## config.mk

```make
export PLATFORM = sky130hd
export DESIGN_NAME = integer_to_radix_string
export DESIGN_NICKNAME = d
export VERILOG_FILES = /design/src/i2rs_pkg.sv /design/src/i2rs_front.sv /design/src/i2rs_queue.sv /design/src/i2rs_div.sv /design/src/i2rs_back.sv /design/src/integer_to_radix_string.sv
export SDC_FILE = /design/constraint.sdc
export NUM_CORES = 1
export LEC_CHECK = 0
export BUFFER_PORTS_ARGS = -buffer_cell sky130_fd_sc_hd__buf_4
export CORE_ASPECT_RATIO = 2
export CORE_MARGIN = 2
export CORE_UTILIZATION = 62
export CTS_CLUSTER_SIZE = 30
export DETAILED_ROUTE_END_ITERATION = 8
export PLACE_DENSITY_LB_ADDON = 0.12
export SLEW_MARGIN = 0
export SYNTH_ARGS = -nofsm -noshare
export SYNTH_HDL_FRONTEND = slang
export SYNTH_SLANG_ARGS = --single-unit
```

## constraint.sdc

```tcl
create_clock -name clk -period 14.7 [get_ports clk]
set_input_delay 0.735 -clock clk [delete_from_list [all_inputs] [get_ports clk]]
set_output_delay 0.735 -clock clk [all_outputs]
set_load 0.05 [all_outputs]
```

## src/i2rs_pkg.sv

```systemverilog
`timescale 1ns / 1ps
// Shared types, constants and the digit-to-ASCII function for the integer to radix string block.
// No dependencies.
package i2rs_pkg;

    localparam int RADIX_W  = 8;
    localparam int CAP_W    = 16;
    localparam int CHAR_W   = 8;
    localparam int COUNT_W  = 5;
    localparam int DIGIT_W  = 6;
    localparam int OUT_W    = 16;
    localparam int DIV_BITS = 4;
    localparam int MAX_RESULTS = 31;

    localparam logic [RADIX_W-1:0] RADIX_MIN = 8'd2;
    localparam logic [RADIX_W-1:0] RADIX_MAX = 8'd36;
    localparam logic [DIGIT_W-1:0] DIGIT_MAX = 6'd35;
    localparam logic [CHAR_W-1:0]  CHAR_ZERO = 8'h30;
    localparam logic [CHAR_W-1:0]  CHAR_A    = 8'h41;
    localparam logic [CHAR_W-1:0]  CHAR_Z    = 8'h5A;

    // Classified command header passed from the front end to the back end
    typedef struct packed {
        logic               err;
        logic [DIGIT_W-1:0] radix;
        logic [CAP_W-1:0]   capacity;
    } cmd_hdr_t;

    // Divider status toward the sequencer
    typedef struct packed {
        logic               done;
        logic [DIGIT_W-1:0] rem;
    } div_res_t;

    function automatic logic [CHAR_W-1:0] digit_char(input logic [DIGIT_W-1:0] d);
        logic [DIGIT_W-1:0] dc;
        begin
            dc = (d > DIGIT_MAX) ? DIGIT_MAX : d;
            if (dc < 6'd10)
            begin
                digit_char = CHAR_ZERO + CHAR_W'(dc);
            end
            else
            begin
                digit_char = CHAR_A + CHAR_W'(dc) - 8'd10;
            end
        end
    endfunction

endpackage

```

## src/i2rs_front.sv

```systemverilog
`timescale 1ns / 1ps
// Input stage: accepts a transaction, flags sign and radix errors, registers the command.
// Depends on i2rs_pkg.
module i2rs_front
    import i2rs_pkg::*;
#(
    parameter int VALUE_BITS = 32
)
(
    input  logic                    clk,
    input  logic                    rst_n,
    input  logic                    in_valid,
    output logic                    in_ready,
    input  logic [VALUE_BITS-1:0]   value,
    input  logic [RADIX_W-1:0]      radix,
    input  logic [CAP_W-1:0]        capacity,
    output logic                    cmd_valid,
    input  logic                    cmd_ready,
    output cmd_hdr_t                cmd_hdr,
    output logic [VALUE_BITS-2:0]   cmd_mag
);

    logic                  valid_reg;
    cmd_hdr_t              hdr_reg;
    logic [VALUE_BITS-2:0] mag_reg;
    logic                  bad;

    assign in_ready = !valid_reg || cmd_ready;
    assign bad = value[VALUE_BITS-1] || (radix < RADIX_MIN) || (radix > RADIX_MAX);

    always_ff @(posedge clk or negedge rst_n)
    begin
        if (!rst_n)
        begin
            valid_reg <= 1'b0;
        end
        else if (in_ready)
        begin
            valid_reg <= in_valid;
        end
    end

    always_ff @(posedge clk)
    begin
        if (in_ready && in_valid)
        begin
            hdr_reg.err      <= bad;
            hdr_reg.radix    <= radix[DIGIT_W-1:0];
            hdr_reg.capacity <= capacity;
            mag_reg          <= value[VALUE_BITS-2:0];
        end
    end

    assign cmd_valid = valid_reg;
    assign cmd_hdr   = hdr_reg;
    assign cmd_mag   = mag_reg;

endmodule

```

## src/i2rs_queue.sv

```systemverilog
`timescale 1ns / 1ps
// Two-entry command queue between the front end and the conversion sequencer.
// Depends on i2rs_pkg.
module i2rs_queue
    import i2rs_pkg::*;
#(
    parameter int WIDTH = 54
)
(
    input  logic             clk,
    input  logic             rst_n,
    input  logic             push_valid,
    output logic             push_ready,
    input  logic [WIDTH-1:0] push_data,
    output logic             pop_valid,
    input  logic             pop_ready,
    output logic [WIDTH-1:0] pop_data
);

    logic [WIDTH-1:0] entry_reg [2];
    logic             wr_ptr_reg;
    logic             rd_ptr_reg;
    logic [1:0]       fill_reg;
    logic             do_push;
    logic             do_pop;

    assign push_ready = (fill_reg != 2'd2);
    assign pop_valid  = (fill_reg != 2'd0);
    assign pop_data   = entry_reg[rd_ptr_reg];
    assign do_push    = push_valid && push_ready;
    assign do_pop     = pop_valid && pop_ready;

    always_ff @(posedge clk or negedge rst_n)
    begin
        if (!rst_n)
        begin
            wr_ptr_reg <= 1'b0;
            rd_ptr_reg <= 1'b0;
            fill_reg   <= 2'd0;
        end
        else
        begin
            if (do_push)
            begin
                wr_ptr_reg <= !wr_ptr_reg;
            end
            if (do_pop)
            begin
                rd_ptr_reg <= !rd_ptr_reg;
            end
            if (do_push && !do_pop)
            begin
                fill_reg <= fill_reg + 2'd1;
            end
            else if (do_pop && !do_push)
            begin
                fill_reg <= fill_reg - 2'd1;
            end
        end
    end

    always_ff @(posedge clk)
    begin
        if (do_push)
        begin
            entry_reg[wr_ptr_reg] <= push_data;
        end
    end

endmodule

```

## src/i2rs_div.sv

```systemverilog
`timescale 1ns / 1ps
// Iterative divider by a small radix: four quotient bits per cycle, remainder below 64.
// Depends on i2rs_pkg.
module i2rs_div
    import i2rs_pkg::*;
#(
    parameter int MAG_W = 31
)
(
    input  logic               clk,
    input  logic               rst_n,
    input  logic               start,
    input  logic [MAG_W-1:0]   dividend,
    input  logic [DIGIT_W-1:0] radix,
    output div_res_t           res,
    output logic [MAG_W-1:0]   quotient
);

    localparam int PAD_W = ((MAG_W + DIV_BITS - 1) / DIV_BITS) * DIV_BITS;
    localparam int STEPS = PAD_W / DIV_BITS;
    localparam int STEP_W = (STEPS > 1) ? $clog2(STEPS) : 1;

    logic [PAD_W-1:0]   work_reg;
    logic [DIGIT_W-1:0] rem_reg;
    logic [DIGIT_W-1:0] radix_reg;
    logic [STEP_W-1:0]  step_reg;
    logic               busy_reg;
    logic               done_reg;

    logic [DIGIT_W:0]    trial [DIV_BITS];
    logic [DIGIT_W-1:0]  part  [DIV_BITS+1];
    logic [DIV_BITS-1:0] qbits;

    // Restoring division, one quotient bit per unrolled step
    always_comb
    begin
        part[0] = rem_reg;
        for (int j = 0; j < DIV_BITS; j++)
        begin
            trial[j] = {part[j], work_reg[PAD_W-1-j]};
            if (trial[j] >= {1'b0, radix_reg})
            begin
                part[j+1]           = DIGIT_W'(trial[j] - {1'b0, radix_reg});
                qbits[DIV_BITS-1-j] = 1'b1;
            end
            else
            begin
                part[j+1]           = trial[j][DIGIT_W-1:0];
                qbits[DIV_BITS-1-j] = 1'b0;
            end
        end
    end

    always_ff @(posedge clk or negedge rst_n)
    begin
        if (!rst_n)
        begin
            busy_reg <= 1'b0;
            done_reg <= 1'b0;
            step_reg <= '0;
        end
        else
        begin
            done_reg <= busy_reg && (step_reg == '0);
            if (start)
            begin
                busy_reg <= 1'b1;
                step_reg <= STEP_W'(STEPS - 1);
            end
            else if (busy_reg)
            begin
                if (step_reg == '0)
                begin
                    busy_reg <= 1'b0;
                end
                else
                begin
                    step_reg <= step_reg - 1'b1;
                end
            end
        end
    end

    always_ff @(posedge clk)
    begin
        if (start)
        begin
            work_reg  <= PAD_W'(dividend);
            rem_reg   <= '0;
            radix_reg <= radix;
        end
        else if (busy_reg)
        begin
            work_reg <= {work_reg[PAD_W-DIV_BITS-1:0], qbits};
            rem_reg  <= part[DIV_BITS];
        end
    end

    assign res.done = done_reg;
    assign res.rem  = rem_reg;
    assign quotient = work_reg[MAG_W-1:0];

endmodule

```

## src/i2rs_back.sv

```systemverilog
`timescale 1ns / 1ps
// Conversion sequencer: drives the divider, stores digits, emits characters most significant first.
// Depends on i2rs_pkg and i2rs_div.
module i2rs_back
    import i2rs_pkg::*;
#(
    parameter int VALUE_BITS = 32,
    parameter int MAX_DIGITS = 32
)
(
    input  logic                  clk,
    input  logic                  rst_n,
    input  logic                  cmd_valid,
    output logic                  cmd_ready,
    input  cmd_hdr_t              cmd_hdr,
    input  logic [VALUE_BITS-2:0] cmd_mag,
    output logic                  out_valid,
    input  logic                  out_ready,
    output logic [OUT_W-1:0]      out_data,
    output logic                  out_last,
    output logic                  out_status
);

    localparam int MAG_W = VALUE_BITS - 1;
    localparam int IDX_W = $clog2(MAX_DIGITS);
    localparam int LIMIT = (MAX_DIGITS < MAX_RESULTS) ? MAX_DIGITS : MAX_RESULTS;

    typedef enum logic [4:0] {
        S_IDLE = 5'b00001,
        S_DIV  = 5'b00010,
        S_RD   = 5'b00100,
        S_OUT  = 5'b01000,
        S_ERR  = 5'b10000
    } state_t;

    state_t             state_reg, state_next;
    logic [COUNT_W-1:0] count_reg, count_next;
    logic [COUNT_W-1:0] total_reg, total_next;
    logic [IDX_W-1:0]   rd_idx_reg, rd_idx_next;
    logic [CAP_W-1:0]   cap_reg, cap_next;
    logic [DIGIT_W-1:0] radix_reg, radix_next;

    logic [DIGIT_W-1:0] store_mem [MAX_DIGITS];
    logic [DIGIT_W-1:0] rd_data_reg;

    div_res_t           div_res;
    logic [MAG_W-1:0]   div_quot;
    logic               div_start;
    logic [MAG_W-1:0]   div_dividend;
    logic [DIGIT_W-1:0] div_radix;
    logic               wr_en;
    logic [COUNT_W:0]   cnt_inc;

    i2rs_div #(
        .MAG_W (MAG_W)
    ) u_div (
        .clk      (clk),
        .rst_n    (rst_n),
        .start    (div_start),
        .dividend (div_dividend),
        .radix    (div_radix),
        .res      (div_res),
        .quotient (div_quot)
    );

    assign cnt_inc   = {1'b0, count_reg} + 1'b1;
    assign cmd_ready = (state_reg == S_IDLE);

    always_comb
    begin
        state_next   = state_reg;
        count_next   = count_reg;
        total_next   = total_reg;
        rd_idx_next  = rd_idx_reg;
        cap_next     = cap_reg;
        radix_next   = radix_reg;
        div_start    = 1'b0;
        div_dividend = cmd_mag;
        div_radix    = cmd_hdr.radix;
        wr_en        = 1'b0;
        case (state_reg)
            S_IDLE:
            begin
                if (cmd_valid)
                begin
                    if (cmd_hdr.err)
                    begin
                        state_next = S_ERR;
                    end
                    else
                    begin
                        div_start  = 1'b1;
                        count_next = '0;
                        cap_next   = cmd_hdr.capacity;
                        radix_next = cmd_hdr.radix;
                        state_next = S_DIV;
                    end
                end
            end
            S_DIV:
            begin
                if (div_res.done)
                begin
                    wr_en = 1'b1;
                    if (div_quot == '0)
                    begin
                        if (CAP_W'(cnt_inc) > cap_reg)
                        begin
                            state_next = S_ERR;
                        end
                        else
                        begin
                            total_next  = COUNT_W'(cnt_inc);
                            rd_idx_next = IDX_W'(count_reg);
                            state_next  = S_RD;
                        end
                    end
                    else if (cnt_inc >= (COUNT_W+1)'(LIMIT))
                    begin
                        state_next = S_ERR;
                    end
                    else
                    begin
                        // The command has left the queue; divide by the held radix
                        div_start    = 1'b1;
                        div_dividend = div_quot;
                        div_radix    = radix_reg;
                        count_next   = COUNT_W'(cnt_inc);
                    end
                end
            end
            S_RD:
            begin
                state_next = S_OUT;
            end
            S_OUT:
            begin
                if (out_ready)
                begin
                    if (rd_idx_reg == '0)
                    begin
                        state_next = S_IDLE;
                    end
                    else
                    begin
                        rd_idx_next = rd_idx_reg - 1'b1;
                        state_next  = S_RD;
                    end
                end
            end
            S_ERR:
            begin
                total_next = '0;
                if (out_ready)
                begin
                    state_next = S_IDLE;
                end
            end
            default:
            begin
                state_next = S_IDLE;
            end
        endcase
    end

    always_ff @(posedge clk or negedge rst_n)
    begin
        if (!rst_n)
        begin
            state_reg  <= S_IDLE;
            count_reg  <= '0;
            total_reg  <= '0;
            rd_idx_reg <= '0;
            cap_reg    <= '0;
            radix_reg  <= '0;
        end
        else
        begin
            state_reg  <= state_next;
            count_reg  <= count_next;
            total_reg  <= total_next;
            rd_idx_reg <= rd_idx_next;
            cap_reg    <= cap_next;
            radix_reg  <= radix_next;
        end
    end

    // Digit store: written once per division, read one entry per character
    always_ff @(posedge clk)
    begin
        if (wr_en)
        begin
            store_mem[IDX_W'(count_reg)] <= div_res.rem;
        end
        rd_data_reg <= store_mem[rd_idx_reg];
    end

    always_comb
    begin
        out_valid  = (state_reg == S_OUT) || (state_reg == S_ERR);
        out_status = (state_reg == S_ERR);
        if (state_reg == S_ERR)
        begin
            out_data = '0;
            out_last = 1'b1;
        end
        else
        begin
            out_data = {(OUT_W-CHAR_W-COUNT_W)'(0), total_reg, digit_char(rd_data_reg)};
            out_last = (rd_idx_reg == '0);
        end
    end

endmodule

```

## src/integer_to_radix_string.sv

```systemverilog
`timescale 1ns / 1ps
// Integer to ASCII string conversion in radix 2..36, most significant character first.
// Path: the input stage registers the command and the two-entry queue holds it; then per digit
// one division in the single shared divider, then per character the digit store read (S_RD) and
// output (S_OUT) states. The sequencer takes a new command only when idle, after the last is out.
// Reset: rst_n is asynchronous, active low; clears all handshake and sequencer state.
module integer_to_radix_string
    import i2rs_pkg::*;
#(
    parameter int MAX_DIGITS = 32,
    parameter int VALUE_BITS = 32
)
(
    input  logic                clk,
    input  logic                rst_n,
    input  logic                s_axis_tvalid,
    output logic                s_axis_tready,
    // value [VALUE_BITS-1:0], radix [+8], capacity [+16], zero pad to whole bytes
    input  logic [((VALUE_BITS+RADIX_W+CAP_W+7)/8)*8-1:0] s_axis_tdata,
    output logic                m_axis_tvalid,
    input  logic                m_axis_tready,
    // character [7:0], digit_count [12:8], zero pad [15:13]
    output logic [OUT_W-1:0]    m_axis_tdata,
    output logic                m_axis_tlast,
    // status [0]: 0 ok, 1 range error
    output logic                m_axis_tuser
);

    localparam int HDR_W = $bits(cmd_hdr_t);
    localparam int Q_W   = HDR_W + VALUE_BITS - 1;

    logic                  fe_valid;
    logic                  fe_ready;
    cmd_hdr_t              fe_hdr;
    logic [VALUE_BITS-2:0] fe_mag;
    logic                  q_valid;
    logic                  q_ready;
    logic [Q_W-1:0]        q_data;
    cmd_hdr_t              be_hdr;
    logic [VALUE_BITS-2:0] be_mag;

    // Front: take a transaction and flag sign or radix errors up front
    i2rs_front #(
        .VALUE_BITS (VALUE_BITS)
    ) u_front (
        .clk       (clk),
        .rst_n     (rst_n),
        .in_valid  (s_axis_tvalid),
        .in_ready  (s_axis_tready),
        .value     (s_axis_tdata[VALUE_BITS-1:0]),
        .radix     (s_axis_tdata[VALUE_BITS +: RADIX_W]),
        .capacity  (s_axis_tdata[VALUE_BITS+RADIX_W +: CAP_W]),
        .cmd_valid (fe_valid),
        .cmd_ready (fe_ready),
        .cmd_hdr   (fe_hdr),
        .cmd_mag   (fe_mag)
    );

    // Queue: lets the front keep accepting while a conversion is running
    i2rs_queue #(
        .WIDTH (Q_W)
    ) u_queue (
        .clk        (clk),
        .rst_n      (rst_n),
        .push_valid (fe_valid),
        .push_ready (fe_ready),
        .push_data  ({fe_hdr, fe_mag}),
        .pop_valid  (q_valid),
        .pop_ready  (q_ready),
        .pop_data   (q_data)
    );

    assign be_hdr = q_data[Q_W-1 -: HDR_W];
    assign be_mag = q_data[VALUE_BITS-2:0];

    // Back: repeated division, digit store, character emission
    i2rs_back #(
        .VALUE_BITS (VALUE_BITS),
        .MAX_DIGITS (MAX_DIGITS)
    ) u_back (
        .clk        (clk),
        .rst_n      (rst_n),
        .cmd_valid  (q_valid),
        .cmd_ready  (q_ready),
        .cmd_hdr    (be_hdr),
        .cmd_mag    (be_mag),
        .out_valid  (m_axis_tvalid),
        .out_ready  (m_axis_tready),
        .out_data   (m_axis_tdata),
        .out_last   (m_axis_tlast),
        .out_status (m_axis_tuser)
    );

endmodule

```

==> impl_metrics.py, run 1 <==
metrics = {
    "cells_and_area": {
        "seq_area_um2": 13300,
        "fill_cells": 2047,
        "antennaDiodeCount": 0,
        "drive_gt1_share_pct": 19.2,
        "areaGrowthSynthToFinish_pct": 11.3,
        "largest_reg_flops": 192,
        "layout.nets": 1380,
        "multi_input_area_um2": 5340,
    },
    "floorplanning": {
        "die_area_um2": 32100,
        "rows": 90,
        "core_um2": 30200,
        "io_pins": 80,
        "start_util_pct": 62.9,
        "die_w_um": 128,
        "die_h_um": 252,
    },
    "global_routing": {
        "grt_pass1_wl_um": 55800,
        "gr-total-overflow": 0,
        "grt_start_max_net_pins": 64,
        "grt_pass1_vias": 10346,
        "antenna_found_initial": 0,
        "grt_util_all_layers_pct": 23.0,
    },
    "placement": {
        "dp_hpwl_um": 25000,
        "port_buffers": 75,
        "place_congestion": 0.872,
    },
    "yosys": {
        "synth_compound_area_share_pct": 5.22,
        "synth_top_family_by_area": "multiplexers",
        "synth_ff_type": "edfxtp_1",
        "synth_largest_area_cell": "edfxtp_1",
        "synth-seq-area-share_pct": 70.0,
        "synth-simple-area-share_pct": 6.42,
        "synth-edff-count": 391,
        "synth_xor_area_share_pct": 1.06,
        "synthArstFlopShare_pct": 11.4,
        "netlist_top_cells_count": "391 x edfxtp_1, 105 x nor2_1, 62 x mux2i_1",
        "synthTopCellsByArea": "edfxtp_1 62%, mux4_2 7.1%, dfrtp_1 6.7%, mux2i_1 3.3%, ha_1 2.6%",
        "yosys.area_share.adder_pct": 3.06,
        "muxShareOfSynthArea_pct": 12.2,
        "synth.most_common_cell": "edfxtp_1",
        "netlist_instances": 1193,
        "syn_area_um2": 19000,
        "synth_cell_types": 61,
        "synth_warnings": 0,
        "yosys_register_bits": 456,
        "yosysTopAreaCellShare_pct": 61.8,
        "post_synth.cell_area_avg_um2": 15.9,
    },
    "timing": {
        "finalHoldViolations": 0,
        "rsz0062_at_grt": "no",
        "report.final.slew_viol_count": 0,
        "finalCritPeriodShare_pct": 59.8,
        "post-route-min-period_ps": 8800,
        "finalSetupTns_ps": 0,
        "worst_pin_slew_ps": 1170,
        "slew_headroom_pct": 22.1,
        "setup_violations": 0,
        "fin_worst_skew_ps": 15.1,
        "fmax_mhz": 114,
    },
    "setup_path": {
        "ff2ff_path_depth": 32,
        "r2r-end": "u_back.u_div.rem_reg[2]",
        "start_kind": "flop",
        "cp_data_arrival_time_ps": 9260,
        "r2r_start": "u_back.u_div.rem_reg[3]",
        "end_kind": "flop",
        "worstPathMaxFanout": 35,
        "crit_required_ps": 15160,
        "critPathSlowestCell": "dfxtp_1",
        "r2r_slack_ps": 5900,
        "cpPeakStageDelay_ps": 990,
        "cp_top_family": "compound AO/OA/AOI/OAI gates",
        "crit_buf_inv": 2,
        "critPathMostFrequentCell": "ha_1",
        "path_class": "reg2reg",
    },
    "routing": {
        "drtPass1Iterations": 5,
        "drt_iter0_drc": 625,
        "wire_per_inst_um": 21.4,
        "vias_per_cell": 5.95,
        "routed_wl_um": 35800,
        "route.antenna.remaining_nets": 0,
        "num_vias": 9950,
        "drc_errors": 0,
    },
    "status": {
        "outcome": "completed",
    },
    "worst_hold_path": {
        "hp-class": "in2async",
    },
    "clock_network": {
        "clk_pin_slew_worst_paths_ps": 70,
        "post_cts_resized": 0,
        "clock-sinks": 456,
        "cts_setup_buffers": 0,
        "h-tree-depth": 2,
        "root_buffer": "clkbuf_16",
        "holdBufCountCts": 0,
        "clk_latency_ps": 540,
        "clockBufferDepth": 3,
        "cts_tree": "done",
        "numCtsBuffers": 38,
    },
    "job": {
        "max_cap_violations": 0,
    },
}
## per-stage QoR
stage	instance area [µm²]	instances	hold WS [ps]	util [%]	setup slack (ps)
floorplan	19000	1196	421	-	7110
global placement	19900	1604	422	66.1	6270
detailed placement	19900	1604	430	66.1	5940
CTS	21100	1673	253	70.0	5920
global route	21100	1673	290	70.0	5040
finish	21100	1673	236	70.0	5900
## cells by family (layout without fill, tap and decap cells)
logic type	Yosys count	after routing
flip-flops	456	456
AND/OR/NAND/NOR	263	263
AO/OA/AOI/OAI	159	159
multiplexers	153	153
buffers and inverters	94	203
adder cells (fa/ha/maj)	44	44
XOR/XNOR	23	23
other	1	4
## final cells by class
type                            count  area share [%]
Clock buffer                       48            4.82
Clock inverter                     21           0.793
Inverter                           45           0.799
Multi-Input combinational cell    646            25.3
Sequential cell                   456            63.0
Tap cell                          368            2.18
Timing Repair Buffer               89            3.16
## per-layer routing
layer	vias up	global-route usage, %	wire length [µm]
met4	0	11.3	1850
li1	4694	-	-
met1	4946	23.8	12200
met3	99	2.63	1020
met5	-	0	0
met2	211	44.9	20700
## worst max-delay path by stage
stage / startpoint / end / cells after the start
after floorplan: u_back.u_div.rem_reg[3] / u_back.u_div.rem_reg[2] / 33
after global placement: u_back.u_div.rem_reg[3] / u_back.u_div.rem_reg[2] / 32
after detailed placement: u_back.u_div.rem_reg[3] / u_back.u_div.rem_reg[2] / 32
after CTS: u_back.u_div.rem_reg[3] / u_back.u_div.rem_reg[2] / 32
after global routing: u_back.u_div.rem_reg[3] / u_back.u_div.rem_reg[2] / 32
final: u_back.u_div.rem_reg[3] / u_back.u_div.rem_reg[2] / 32
## worst register-to-register path, delay by kind of cell (launching register included)
kind,cells,cell delay (ps)
flip-flops,1,990
buffers and inverters,2,160
AND/OR/NAND/NOR,4,600
adder cells (fa/ha/maj),4,1300
AO/OA/AOI/OAI,20,4870
multiplexers,2,780
## cell usage in the layout, fill, tap and decap left out, types with 4 or more instances in the layout
| cell type | netlist | routed |
|---|---|---|
| nand2b_1 | 15 | 15 |
| xnor2_1 | 14 | 14 |
| nor3b_1 | 5 | 5 |
| clkinv_1 | 1 | 9 |
| mux2i_1 | 62 | 62 |
| nand4_1 | 4 | 4 |
| mux2_2 | 31 | 31 |
| xor2_1 | 9 | 9 |
| inv_1 | 44 | 44 |
| nor3_1 | 13 | 13 |
| and2_1 | 5 | 4 |
| clkbuf_16 | 0 | 39 |
| buf_4 | 4 | 89 |
| dfrtp_1 | 51 | 48 |
| nor2_1 | 105 | 104 |
| a21oi_1 | 55 | 54 |
| nand3_1 | 17 | 17 |
| o21ai_0 | 56 | 56 |
| nand3b_1 | 5 | 5 |
| edfxtp_1 | 391 | 391 |
| o21a_1 | 7 | 7 |
| a211oi_1 | 5 | 5 |
| mux4_2 | 60 | 60 |
| dfxtp_1 | 13 | 13 |
| nor4_1 | 9 | 9 |
| ha_1 | 40 | 40 |
| nor2b_1 | 11 | 11 |
| conb_1 | 1 | 4 |
| nand2_1 | 61 | 61 |
| fa_1 | 4 | 4 |
| clkbuf_1 | 35 | 8 |
| a21o_1 | 5 | 5 |
Power of run 1 is left out: the tool's default activity adds up to more than one toggle a clock period on the data nets, which glitch-free logic cannot reach.
==> run 2, diff against run 1 <==
Settings changed: CORE_UTILIZATION 62 to 55.
Clock period 14.7 ns to 7.6 ns, I/O delays scaled along.
==> run 2 against run 1 <==
- first-iteration DRC count fell by 37%
- setup slack lost 5500 ps
- critical path depth is the same
- cell count grew 8.2%
- clock skew grew 0.85 ps
- hold slack worse by 210 ps
- global-route usage fell by 1.2 points
- fmax up 23%
- design area grew 4.0%
- die area is 12% higher
- non-clock buffer count rose by 62
==> impl_metrics.py, run 2 (synthesized netlist as in run 1, its figures left out) <==
metrics = {
    "setup_path": {
        "critPathSlowestCell": "mux2_2",
        "cpPeakStageDelay_ps": 410,
        "crit_buf_inv": 3,
        "worstPathMaxFanout": 10,
        "start_kind": "flop",
        "path_class": "reg2reg",
        "critPathMostFrequentCell": "ha_1",
        "crit_required_ps": 8010,
        "cp_top_family": "compound AO/OA/AOI/OAI gates",
        "cp_data_arrival_time_ps": 7580,
        "end_kind": "flop",
    },
    "clock_network": {
        "clock-sinks": 456,
        "clk_latency_ps": 550,
        "cts_tree": "done",
        "root_buffer": "clkbuf_16",
        "clockBufferDepth": 3,
        "numCtsBuffers": 39,
        "clk_pin_slew_worst_paths_ps": 70,
        "h-tree-depth": 2,
    },
    "power_and_ir_drop": {
        "internal-power_mw": 6.91,
        "p_seq_share_pct": 33.8,
        "p_sw_mw": 4.04,
        "p_sw_share_pct": 36.9,
        "ir_drop_uv": 421,
        "pwr-share-comb_pct": 47.5,
        "leakagePower_nw": 7.90,
        "clockPowerShare_pct": 18.7,
        "power.density_nw_per_um2": 498,
    },
    "cells_and_area": {
        "largest_reg_flops": 192,
        "drive_gt1_share_pct": 20.3,
        "layout_common_cells": "391 x edfxtp_1, 104 x nor2_1, 101 x buf_4",
        "final_core_utilization_pct": 64.2,
        "final_common_cell": "edfxtp_1",
        "fill_cells": 2488,
        "antennaDiodeCount": 0,
        "finalNonFillerCells": 1811,
        "areaGrowthSynthToFinish_pct": 15.8,
        "layout.nets": 1443,
    },
    "floorplanning": {
        "core_um2": 34200,
        "rows": 96,
        "io_pins": 80,
        "start_util_pct": 55.5,
        "die_w_um": 135,
        "die_area_um2": 36100,
        "die_h_um": 267,
    },
    "timing": {
        "setup_violations": 0,
        "worst_pin_slew_ps": 1110,
        "post-route-min-period_ps": 7170,
        "fin_worst_skew_ps": 16.0,
        "report.final.slew_viol_count": 0,
        "fmax_mhz": 139,
        "finalCritPeriodShare_pct": 94.3,
        "slew_headroom_pct": 25.4,
        "finalHoldViolations": 0,
    },
    "routing": {
        "num_vias": 10182,
        "vias_per_cell": 5.62,
        "drt_iter0_drc": 396,
        "drtPass1Iterations": 4,
        "wire_per_inst_um": 21.1,
        "route.antenna.remaining_nets": 0,
        "drc_errors": 0,
        "routed_wl_um": 38100,
    },
    "global_routing": {
        "gr-total-overflow": 0,
        "grt_pass1_vias": 10876,
        "grt_pass1_wl_um": 59200,
        "antenna_found_initial": 0,
        "grt_util_all_layers_pct": 21.9,
        "grt_start_max_net_pins": 60,
    },
    "worst_hold_path": {
        "hp-class": "in2reg",
    },
    "job": {
        "max_cap_violations": 0,
    },
    "placement": {
        "placed_cells": 1689,
        "dp_hpwl_um": 26000,
        "port_buffers": 75,
        "place_congestion": 0.909,
    },
    "status": {
        "outcome": "completed",
    },
}
-- run 2: cell count changes in the layout (fill, tap and decap cells not counted), moves of 2 or more --
cell | previous run | this run
a211oi_1 | 5 | 3
a211oi_2 | 0 | 2
buf_4 | 89 | 101
bufinv_16 | 2 | 5
clkbuf_1 | 8 | 6
clkinv_1 | 9 | 7
clkinv_2 | 3 | 6
dlygate4sd3_1 | 0 | 49
mux2i_1 | 62 | 60
mux2i_2 | 0 | 2
-- run 2: path summary, 6_finish.rpt --
| path | slack [ps] | start | cells past startpoint | to |
|---|---|---|---|---|
| min in group asynchronous | 410 | rst_n | 2 | u_back.cap_reg[13] |
| hold reg to reg | 440 | u_front.cmd_mag[26] | 0 | u_queue.entry_reg[1][26] |
| setup / recovery | 430 | u_back.u_div.radix_reg[4] | 32 | u_back.u_div.rem_reg[4] |
| max in group asynchronous | 6660 | rst_n | 2 | u_queue.rd_ptr_reg |
| hold / removal | 20 | s_axis_tdata[10] | 1 | u_front.cmd_mag[10] |
| setup reg to reg | 430 | u_back.u_div.radix_reg[4] | 32 | u_back.u_div.rem_reg[4] |
-- run 2: final cells by class --
type	count	area (µm²)	share of cell area (%)
multi-input cells	646	5380	24.5
clock inverters	24	269	1.22
inverters	45	169	0.768
flip-flops and latches	456	13300	60.5
well taps	441	552	2.51
clock buffers	48	1050	4.78
repair buffers	151	1260	5.73
-- run 2: repair_timing --
item	in CTS	in global routing
hold endpoints to repair	99	0
hold buffers	49	0
resized for setup	0	10
setup buffers	0	1
setup endpoints to repair	0	7
-- run 2: metrics by stage --
step	power, mW	hold slack, ps	setup slack, ps	cell area, µm²	TNS [ps]
after floorplan	7.54	84.4	13.9	19000	0
after global placement	8.73	423	401	20100	0
after detailed placement	8.82	430	217	20100	0
after CTS	10.9	0.189	134	21900	0
after global routing	11.7	2.19	-15.1	22000	-19.1
final	10.9	21.7	431	22000	0
-- run 2: power by group through the flow --
| stage | clock, mW | sequential, mW | combinational [mW] |
|---|---|---|---|
| after detailed placement | 0 | 3.75 | 5.07 |
| final | 2.04 | 3.70 | 5.20 |
| after floorplan | 0 | 3.76 | 3.78 |
| after global placement | 0 | 3.73 | 5.00 |
| after global routing | 2.17 | 3.74 | 5.79 |
| after CTS | 2.09 | 3.70 | 5.11 |
-- run 2: routing by layer --
metal	track usage, %	vias up	part of all wire [%]
met5	0	-	0
met4	10.4	0	4.5
met3	2.17	87	2.3
met2	43.5	198	59
met1	22.2	5085	34
li1	-	4812	-
No activity file was read; power rests on OpenSTA's default activity.
